## src/hdl/gba_pkg.sv

```systemverilog
// Shared constants and types for the gated block averager.
// Used by gba_accum, gba_div and gated_block_averager_core.
`default_nettype none

package gba_pkg;

  // Result width: unsigned Q10.6 mean
  localparam int MEAN_W = 16;

  // Configuration register indexes
  localparam int CFG_IDX_W = 2;
  localparam logic [CFG_IDX_W-1:0] REG_WIN_LO  = 2'd0;
  localparam logic [CFG_IDX_W-1:0] REG_WIN_HI  = 2'd1;
  localparam logic [CFG_IDX_W-1:0] REG_BLK_LEN = 2'd2;
  localparam logic [CFG_IDX_W-1:0] REG_MIN_VLD = 2'd3;

  // Register reset values
  localparam int WIN_LO_RST  = 509;
  localparam int WIN_HI_RST  = 974;
  localparam int BLK_LEN_RST = 1000;
  localparam int MIN_VLD_RST = 900;

  // Block-end report from the accumulator
  typedef struct packed {
    logic done;   // this request closes the block
    logic held;   // too few accepted samples, repeat last mean
  } blk_ctrl_t;

endpackage

`default_nettype wire

```

## src/hdl/gba_accum.sv

```systemverilog
// Window gate, running sum and counters, configuration registers.
// Depends on gba_pkg.
`default_nettype none

module gba_accum #(
  parameter int SAMPLE_BITS = 10,
  parameter int COUNT_BITS  = 12,
  parameter int CFG_W       = 12
) (
  input  wire logic                             clk_i,
  input  wire logic                             rst_ni,
  input  wire logic                             cfg_we_i,
  input  wire logic [gba_pkg::CFG_IDX_W-1:0]    cfg_idx_i,
  input  wire logic [CFG_W-1:0]                 cfg_data_i,
  input  wire logic                             take_i,
  input  wire logic [SAMPLE_BITS-1:0]           sample_i,
  output logic      [SAMPLE_BITS+COUNT_BITS-1:0] sum_o,
  output logic      [COUNT_BITS-1:0]            acc_o,
  output gba_pkg::blk_ctrl_t                    ctrl_o
);

  localparam int SUM_W = SAMPLE_BITS + COUNT_BITS;

  logic [SAMPLE_BITS-1:0] win_lo_q, win_hi_q;
  logic [COUNT_BITS-1:0]  blk_len_q, min_vld_q;
  logic [SUM_W-1:0]       sum_q, sum_d;
  logic [COUNT_BITS-1:0]  acc_q, acc_d, cnt_q, cnt_d, len;
  logic                   in_win, blk_end;

  assign in_win  = (sample_i >= win_lo_q) && (sample_i <= win_hi_q);
  assign sum_d   = in_win ? sum_q + SUM_W'(sample_i) : sum_q;
  assign acc_d   = in_win ? acc_q + COUNT_BITS'(1) : acc_q;
  assign cnt_d   = cnt_q + COUNT_BITS'(1);
  // zero length behaves as one
  assign len     = (blk_len_q == '0) ? COUNT_BITS'(1) : blk_len_q;
  assign blk_end = (cnt_d >= len);

  assign sum_o       = sum_d;
  assign acc_o       = acc_d;
  assign ctrl_o.done = take_i && blk_end;
  assign ctrl_o.held = (acc_d == '0) || (acc_d < min_vld_q);

  always_ff @(posedge clk_i or negedge rst_ni) begin
    if (!rst_ni) begin
      win_lo_q  <= SAMPLE_BITS'(gba_pkg::WIN_LO_RST);
      win_hi_q  <= SAMPLE_BITS'(gba_pkg::WIN_HI_RST);
      blk_len_q <= COUNT_BITS'(gba_pkg::BLK_LEN_RST);
      min_vld_q <= COUNT_BITS'(gba_pkg::MIN_VLD_RST);
    end else if (cfg_we_i) begin
      case (cfg_idx_i)
        gba_pkg::REG_WIN_LO:  win_lo_q  <= cfg_data_i[SAMPLE_BITS-1:0];
        gba_pkg::REG_WIN_HI:  win_hi_q  <= cfg_data_i[SAMPLE_BITS-1:0];
        gba_pkg::REG_BLK_LEN: blk_len_q <= cfg_data_i[COUNT_BITS-1:0];
        gba_pkg::REG_MIN_VLD: min_vld_q <= cfg_data_i[COUNT_BITS-1:0];
        default: ;
      endcase
    end
  end

  always_ff @(posedge clk_i or negedge rst_ni) begin
    if (!rst_ni) begin
      sum_q <= '0;
      acc_q <= '0;
      cnt_q <= '0;
    end else if (take_i) begin
      if (blk_end) begin
        sum_q <= '0;
        acc_q <= '0;
        cnt_q <= '0;
      end else begin
        sum_q <= sum_d;
        acc_q <= acc_d;
        cnt_q <= cnt_d;
      end
    end
  end

endmodule

`default_nettype wire

```

## src/hdl/gba_div.sv

```systemverilog
// Bit-serial restoring divider: (sum << FRAC_BITS) / count, saturated to 16 bits.
// One quotient bit per cycle. Depends on gba_pkg.
`default_nettype none

module gba_div #(
  parameter int SUM_W      = 22,
  parameter int COUNT_BITS = 12,
  parameter int FRAC_BITS  = 6
) (
  input  wire logic                       clk_i,
  input  wire logic                       rst_ni,
  input  wire logic                       start_i,
  input  wire logic [SUM_W-1:0]           sum_i,
  input  wire logic [COUNT_BITS-1:0]      dvs_i,
  output logic                            done_o,
  output logic [gba_pkg::MEAN_W-1:0]      quot_o
);

  localparam int DVD_W = SUM_W + FRAC_BITS;
  localparam int CNT_W = $clog2(DVD_W + 1);
  localparam int QW    = gba_pkg::MEAN_W;

  logic [DVD_W-1:0]      dvd_q;
  logic [COUNT_BITS-1:0] dvs_q, rem_q;
  logic [QW-1:0]         quo_q;
  logic                  ovf_q, busy_q, done_q;
  logic [CNT_W-1:0]      cnt_q;
  logic [COUNT_BITS:0]   trial, diff;
  logic                  qbit;

  // remainder stays below the divisor, so it fits COUNT_BITS
  assign trial = {rem_q, dvd_q[DVD_W-1]};
  assign qbit  = (trial >= {1'b0, dvs_q});
  assign diff  = trial - {1'b0, dvs_q};

  always_ff @(posedge clk_i or negedge rst_ni) begin
    if (!rst_ni) begin
      busy_q <= 1'b0;
      done_q <= 1'b0;
      cnt_q  <= '0;
    end else begin
      done_q <= busy_q && !start_i && (cnt_q == CNT_W'(1));
      if (start_i) begin
        busy_q <= 1'b1;
        cnt_q  <= CNT_W'(DVD_W);
      end else if (busy_q) begin
        cnt_q <= cnt_q - CNT_W'(1);
        if (cnt_q == CNT_W'(1)) begin
          busy_q <= 1'b0;
        end
      end
    end
  end

  always_ff @(posedge clk_i) begin
    if (start_i) begin
      dvd_q <= DVD_W'(sum_i) << FRAC_BITS;
      dvs_q <= dvs_i;
      rem_q <= '0;
      quo_q <= '0;
      ovf_q <= 1'b0;
    end else if (busy_q) begin
      dvd_q <= dvd_q << 1;
      rem_q <= qbit ? diff[COUNT_BITS-1:0] : trial[COUNT_BITS-1:0];
      // a one shifted out the top means the quotient exceeds 16 bits
      ovf_q <= ovf_q | quo_q[QW-1];
      quo_q <= {quo_q[QW-2:0], qbit};
    end
  end

  assign done_o = done_q;
  assign quot_o = ovf_q ? '1 : quo_q;

endmodule

`default_nettype wire

```

## src/hdl/gated_block_averager_core.sv

```systemverilog
// Gated block averager: windowed accumulate, serial divide, result register.
// Depends on gba_pkg, gba_accum, gba_div.
//
// Samples inside the inclusive window [window_low, window_high] are summed and
// counted over block_length samples; the request that closes a block yields one
// result: the mean in unsigned Q10.6 (truncated, saturated at 65535), or the
// previous mean with held set when fewer than min_valid (or zero) samples were
// accepted. A closing sample that is not held goes through the bit-serial divider,
// which yields one quotient bit a cycle, and S_OUT then loads the result; a held
// block goes straight to S_OUT. No samples are taken in S_DIV or S_OUT. New
// samples are taken while a result waits on the output, until the next block
// closes.
`default_nettype none

module gated_block_averager_core #(
  parameter int SAMPLE_BITS = 10,
  parameter int COUNT_BITS  = 12,
  parameter int FRAC_BITS   = 6
) (
  input  wire logic                              clk_i,
  input  wire logic                              rst_ni,
  input  wire logic                              cfg_we_i,
  input  wire logic [gba_pkg::CFG_IDX_W-1:0]     cfg_idx_i,
  input  wire logic [((SAMPLE_BITS > COUNT_BITS) ? SAMPLE_BITS : COUNT_BITS)-1:0]
                                                 cfg_data_i,
  input  wire logic                              in_valid_i,
  output logic                                   in_ready_o,
  input  wire logic [SAMPLE_BITS-1:0]            sample_i,
  output logic                                   out_valid_o,
  input  wire logic                              out_ready_i,
  output logic [gba_pkg::MEAN_W-1:0]             mean_q_o,
  output logic                                   held_o,
  output logic [COUNT_BITS-1:0]                  accepted_count_o
);

  localparam int CFG_W = (SAMPLE_BITS > COUNT_BITS) ? SAMPLE_BITS : COUNT_BITS;
  localparam int SUM_W = SAMPLE_BITS + COUNT_BITS;
  localparam int MW    = gba_pkg::MEAN_W;

  typedef enum logic [1:0] {S_IN, S_DIV, S_OUT} state_e;

  state_e                state_q;
  logic                  take;
  logic [SUM_W-1:0]      acc_sum;
  logic [COUNT_BITS-1:0] acc_cnt;
  gba_pkg::blk_ctrl_t    blk;
  logic                  div_start, div_done;
  logic [MW-1:0]         div_quot;
  logic [MW-1:0]         last_mean_q, res_mean_q, mean_q;
  logic                  res_held_q, held_q, out_valid_q;
  logic [COUNT_BITS-1:0] res_cnt_q, cnt_out_q;

  assign in_ready_o = (state_q == S_IN);
  assign take       = in_valid_i && in_ready_o;
  assign div_start  = blk.done && !blk.held;

  gba_accum #(
    .SAMPLE_BITS (SAMPLE_BITS),
    .COUNT_BITS  (COUNT_BITS),
    .CFG_W       (CFG_W)
  ) u_accum (
    .clk_i      (clk_i),
    .rst_ni     (rst_ni),
    .cfg_we_i   (cfg_we_i),
    .cfg_idx_i  (cfg_idx_i),
    .cfg_data_i (cfg_data_i),
    .take_i     (take),
    .sample_i   (sample_i),
    .sum_o      (acc_sum),
    .acc_o      (acc_cnt),
    .ctrl_o     (blk)
  );

  gba_div #(
    .SUM_W      (SUM_W),
    .COUNT_BITS (COUNT_BITS),
    .FRAC_BITS  (FRAC_BITS)
  ) u_div (
    .clk_i   (clk_i),
    .rst_ni  (rst_ni),
    .start_i (div_start),
    .sum_i   (acc_sum),
    .dvs_i   (acc_cnt),
    .done_o  (div_done),
    .quot_o  (div_quot)
  );

  always_ff @(posedge clk_i or negedge rst_ni) begin
    if (!rst_ni) begin
      state_q     <= S_IN;
      out_valid_q <= 1'b0;
      last_mean_q <= '0;
      res_mean_q  <= '0;
      res_held_q  <= 1'b0;
      res_cnt_q   <= '0;
      mean_q      <= '0;
      held_q      <= 1'b0;
      cnt_out_q   <= '0;
    end else begin
      if (out_valid_q && out_ready_i && (state_q != S_OUT)) begin
        out_valid_q <= 1'b0;
      end
      case (state_q)
        S_IN: begin
          if (blk.done) begin
            res_held_q <= blk.held;
            res_cnt_q  <= acc_cnt;
            res_mean_q <= last_mean_q;
            state_q    <= blk.held ? S_OUT : S_DIV;
          end
        end
        S_DIV: begin
          if (div_done) begin
            res_mean_q <= div_quot;
            state_q    <= S_OUT;
          end
        end
        S_OUT: begin
          if (!out_valid_q || out_ready_i) begin
            out_valid_q <= 1'b1;
            mean_q      <= res_mean_q;
            held_q      <= res_held_q;
            cnt_out_q   <= res_cnt_q;
            last_mean_q <= res_mean_q;
            state_q     <= S_IN;
          end
        end
        default: state_q <= S_IN;
      endcase
    end
  end

  assign out_valid_o      = out_valid_q;
  assign mean_q_o         = mean_q;
  assign held_o           = held_q;
  assign accepted_count_o = cnt_out_q;

endmodule

`default_nettype wire

```

## config.mk

```make
export PLATFORM = sky130hd
export DESIGN_NAME = gated_block_averager_core
export DESIGN_NICKNAME = d
export VERILOG_FILES = /design/src/hdl/gba_pkg.sv /design/src/hdl/gba_accum.sv /design/src/hdl/gba_div.sv /design/src/hdl/gated_block_averager_core.sv
export SDC_FILE = /design/constraint.sdc
export NUM_CORES = 1
export LEC_CHECK = 0
export BUFFER_PORTS_ARGS = -buffer_cell sky130_fd_sc_hd__buf_2
export CORE_UTILIZATION = 50
export CTS_BUF_LIST = sky130_fd_sc_hd__clkbuf_4 sky130_fd_sc_hd__clkbuf_8
export DETAILED_ROUTE_END_ITERATION = 16
export GPL_ROUTABILITY_DRIVEN = 0
export PLACE_DENSITY = 0.71
export SYNTH_ARGS = -nofsm -noshare
export SYNTH_HDL_FRONTEND = slang
export SYNTH_SLANG_ARGS = --single-unit
```

## constraint.sdc

```tcl
create_clock -name clk_i -period 5.9 [get_ports clk_i]
set_input_delay 1.18 -clock clk_i [delete_from_list [all_inputs] [get_ports clk_i]]
set_output_delay 1.18 -clock clk_i [all_outputs]
set_load 0.005 [all_outputs]
```

==> summary.txt <==
Outcome
  – Status: finished, final reports clean

Critical path
  – CP delay by family, top: compound AO/OA/AOI/OAI gates
  – CP Capture Type: flop
  – Worst path slowest cell: xnor2_1
  – Largest fanout on the critical path: 35
  – Critical Path Start Type: input port
  – CP max stage delay: 0.51 ns
  – Critical path, cell by cell: buf_2 -> ha_1 -> a211oi_1 -> nor2_1 -> a2111oi_4 -> o221ai_1 -> xnor2_1 -> ha_1 -> o21ai_0 -> nand2b_1 -> a21oi_1 -> a21oi_1 -> o21ai_0 -> maj3_1 -> a2111oi_4 -> or2_2 -> buf_12 -> mux2_4
  – Crit path arrival time: 5.57 ns
  – Worst path buffer plus inverter count: 2
  – Type of the worst setup path: input port to flop
  – Worst endpoint required time: 6.19 ns

Logic synthesis
  – Synth Warn #: 0
  – Syn nets: 1256
  – Seq cells post-synth: 221
  – Commonest cells in the netlist: nand2_1 (134), dfrtp_1 (133), o21ai_0 (120)
  – Post-synthesis sequential area ratio: 47.3%
  – Count leader, synth: nand2_1
  – Synth unique cells: 67
  – Predominant post-synthesis flop cell: dfrtp_1
  – Top cell type's share of synthesized area: 28.2%
  – Syn Std Cell Area: 11800 um^2
  – Async SR Flop Fraction: 71.5%
  – Post-synth EDFFs: 34
  – Syn Area/Cell: 10.2 um^2
  – Post-Syn Instances: 1158
  – Leading area contributor after synthesis: dfrtp_1
  – Largest cells by area after synthesis: dfrtp_1 (28%), edfxtp_1 (8.6%), ha_1 (7.1%)

Clock network
  – Max clock buf depth: 3
  – CTS tree: built
  – Clock Sinks: 221
  – H-tree Lvls: 2
  – CTS buffer count: 39
  – Clock-pin slew on the worst setup and hold paths: 0.06 ns
  – Post-CTS Setup Bufs: 0
  – Clk_lat worst skew: 0.56 ns
  – Cts repair resizes: 0
  – Post-CTS Hold Fix Bufs: 0
  – Root Buffer: clkbuf_8

Drt
  – 1st-pass router iterations: 5
  – Avg WL per Cell: 16.3 um
  – Vias per inst: 5.50
  – Final wirelength: 25600 um
  – Post-DRT Antenna Nets: 0
  – Residual DRC: 0
  – Iteration-0 DRC Markers: 631
  – DR vias: 8662

Pwr
  – IR Drop Worst-Case VDD: 201 uV
  – Leak pwr: 5.97 nW
  – Pwr dens: 354 nW/um^2
  – Tot Pwr: 4.72 mW

STA
  – Fin Setup TNS: 0 ns
  – Final Skew: 0.0314 ns
  – Worst Tran Pin Value: 1.18 ns
  – Fmax: 0.189 GHz
  – # setup viols final: 0
  – Final Hold Fails: 0
  – RSZ-0062 raised after global routing: no
  – Ratio of final minimum period to clock period: 89.5%
  – Max_slew headroom: 21.2%
  – Minimum clock period: 5.28 ns
  – Fin. max-slew vios: 0

Final layout
  – Nets: 1329
  – Area growth syn-to-layout: 12.9%
  – Finished Cell Area: 13300 um^2
  – Share of cells above drive strength 1: 22.7%
  – # fillers: 1987
  – Antenna Cells: 0

GRT
  – Antenna violations before repair: 0
  – Pin count of the biggest net entering global routing: 74
  – First-pass GRT wire length: 43000 um
  – GRT Util Overall: 22.1%
  – Vias in the first global route: 8501
  – GRT overflow: 0

Hold path
  – Worst hold path class: flop to flop

Place
  – DP Area: 12500 um^2
  – Detailed Place HPWL: 17600 um
  – Port bufs: 59

Floorplan
  – Die Ht: 156 um
  – I/O pin count: 60
  – Die X: 156 um
  – DIE AREA: 24200 um^2
  – Core area: 22900 um^2
  – Initial Util: 51.5%
  – Row count: 55

Run
  – Number of max-cap violations: 0
[final timing paths]
| kind | start | to | slack (ns) | depth (start not counted) |
|---|---|---|---|---|
| max in group asynchronous | rst_ni | u_accum.blk_len_q[1] | 4.07 | 2 |
| min in group asynchronous | rst_ni | res_mean_q[12] | 0.64 | 1 |
| min | res_mean_q[6] | res_mean_q[6] | 0.47 | 2 |
| min reg2reg | res_mean_q[6] | res_mean_q[6] | 0.47 | 2 |
| max reg2reg | u_accum.win_hi_q[7] | u_div.dvd_q[11] | 0.85 | 18 |
| max | sample_i[7] | u_div.dvd_q[11] | 0.62 | 18 |
[worst reg2reg max path: stages, from the launching register on]
cell and delay, ns:
dfstp_2 0.53, inv_1 0.06, ha_1 0.30, a211oi_1 0.30
nor2_1 0.12, a2111oi_4 0.29, o221ai_1 0.31, xnor2_1 0.52
ha_1 0.26, o21ai_0 0.09, nand2b_1 0.08, a21oi_1 0.06
a21oi_1 0.12, o21ai_0 0.11, maj3_1 0.43, a2111oi_4 0.45
or2_2 0.22, buf_12 0.24, mux2_4 0.35
[logic make-up after synthesis]
logic type	count (synthesis)	share of synthesized area (%)
AO/OA/AOI/OAI	241	12.6
XOR/XNOR	52	3.86
adder cells (fa/ha/maj)	70	7.52
buffers and inverters	114	3.99
flip-flops	221	47.3
multiplexers	105	10.5
AND/OR/NAND/NOR	355	14.2
[cell usage in the layout (no fill, tap or decap), drive strengths merged, types with 29 or more instances in the layout]
master | netlist | layout
buf | 13 | 84
nor2 | 79 | 79
a21oi | 36 | 36
xnor2 | 31 | 31
inv | 62 | 63
ha | 67 | 67
edfxtp | 34 | 34
mux2 | 86 | 86
dfxtp | 29 | 29
o21ai | 122 | 122
clkbuf | 39 | 63
dfrtp | 133 | 133
nand2 | 134 | 134
[area by class of cell]
cell class / count / area [um^2] / share of cell area [%]
Sequential cell: 221 / 5590 / 41.9
Tap cell: 313 / 392 / 2.94
Clock buffer: 63 / 767 / 5.75
Inverter: 62 / 233 / 1.75
Timing Repair Buffer: 84 / 502 / 3.76
Multi-Input combinational cell: 823 / 5760 / 43.2
Clock inverter: 9 / 85.1 / 0.638
[state kept, by name (all words and copies together) (netlist names), 12 cells and up]
name               flops
u_div.dvd_q           22
u_accum.min_vld_q     12
u_accum.blk_len_q     12
accepted_count_o      12
u_div.rem_q           12
u_accum.sum_q         22
mean_q_o              16
u_accum.cnt_q         12
res_cnt_q             12
u_div.dvs_q           12
res_mean_q            16
u_accum.acc_q         12
u_div.quo_q           16
[where the power goes]
part	internal, mW	leakage [nW]	switching [mW]
sequential	1.83	2.45	0.215
clock	0.873	0.452	0.639
combinational	0.535	3.07	0.627
[metal layers]
metal	global-route usage (%)	routed length, um	vias to the layer above	part of all wire, %
met5	0	0	-	0
met4	8.12	775	0	3.0
met3	3.64	1200	59	4.7
met2	35.9	11900	209	46
met1	29.7	11800	4159	46
li1	-	-	4235	-
[per-stage QoR]
step	hold slack, ns	setup slack (ns)	std cells	util, %
after global placement	0.456	0.188	1503	54.4
after floorplan	0.440	0.562	1158	-
final	0.472	0.617	1575	58.2
after global routing	0.498	0.414	1575	58.2
after CTS	0.478	0.682	1575	58.2
after detailed placement	0.465	0.137	1503	54.4
Power figures use the tool's default switching activity.
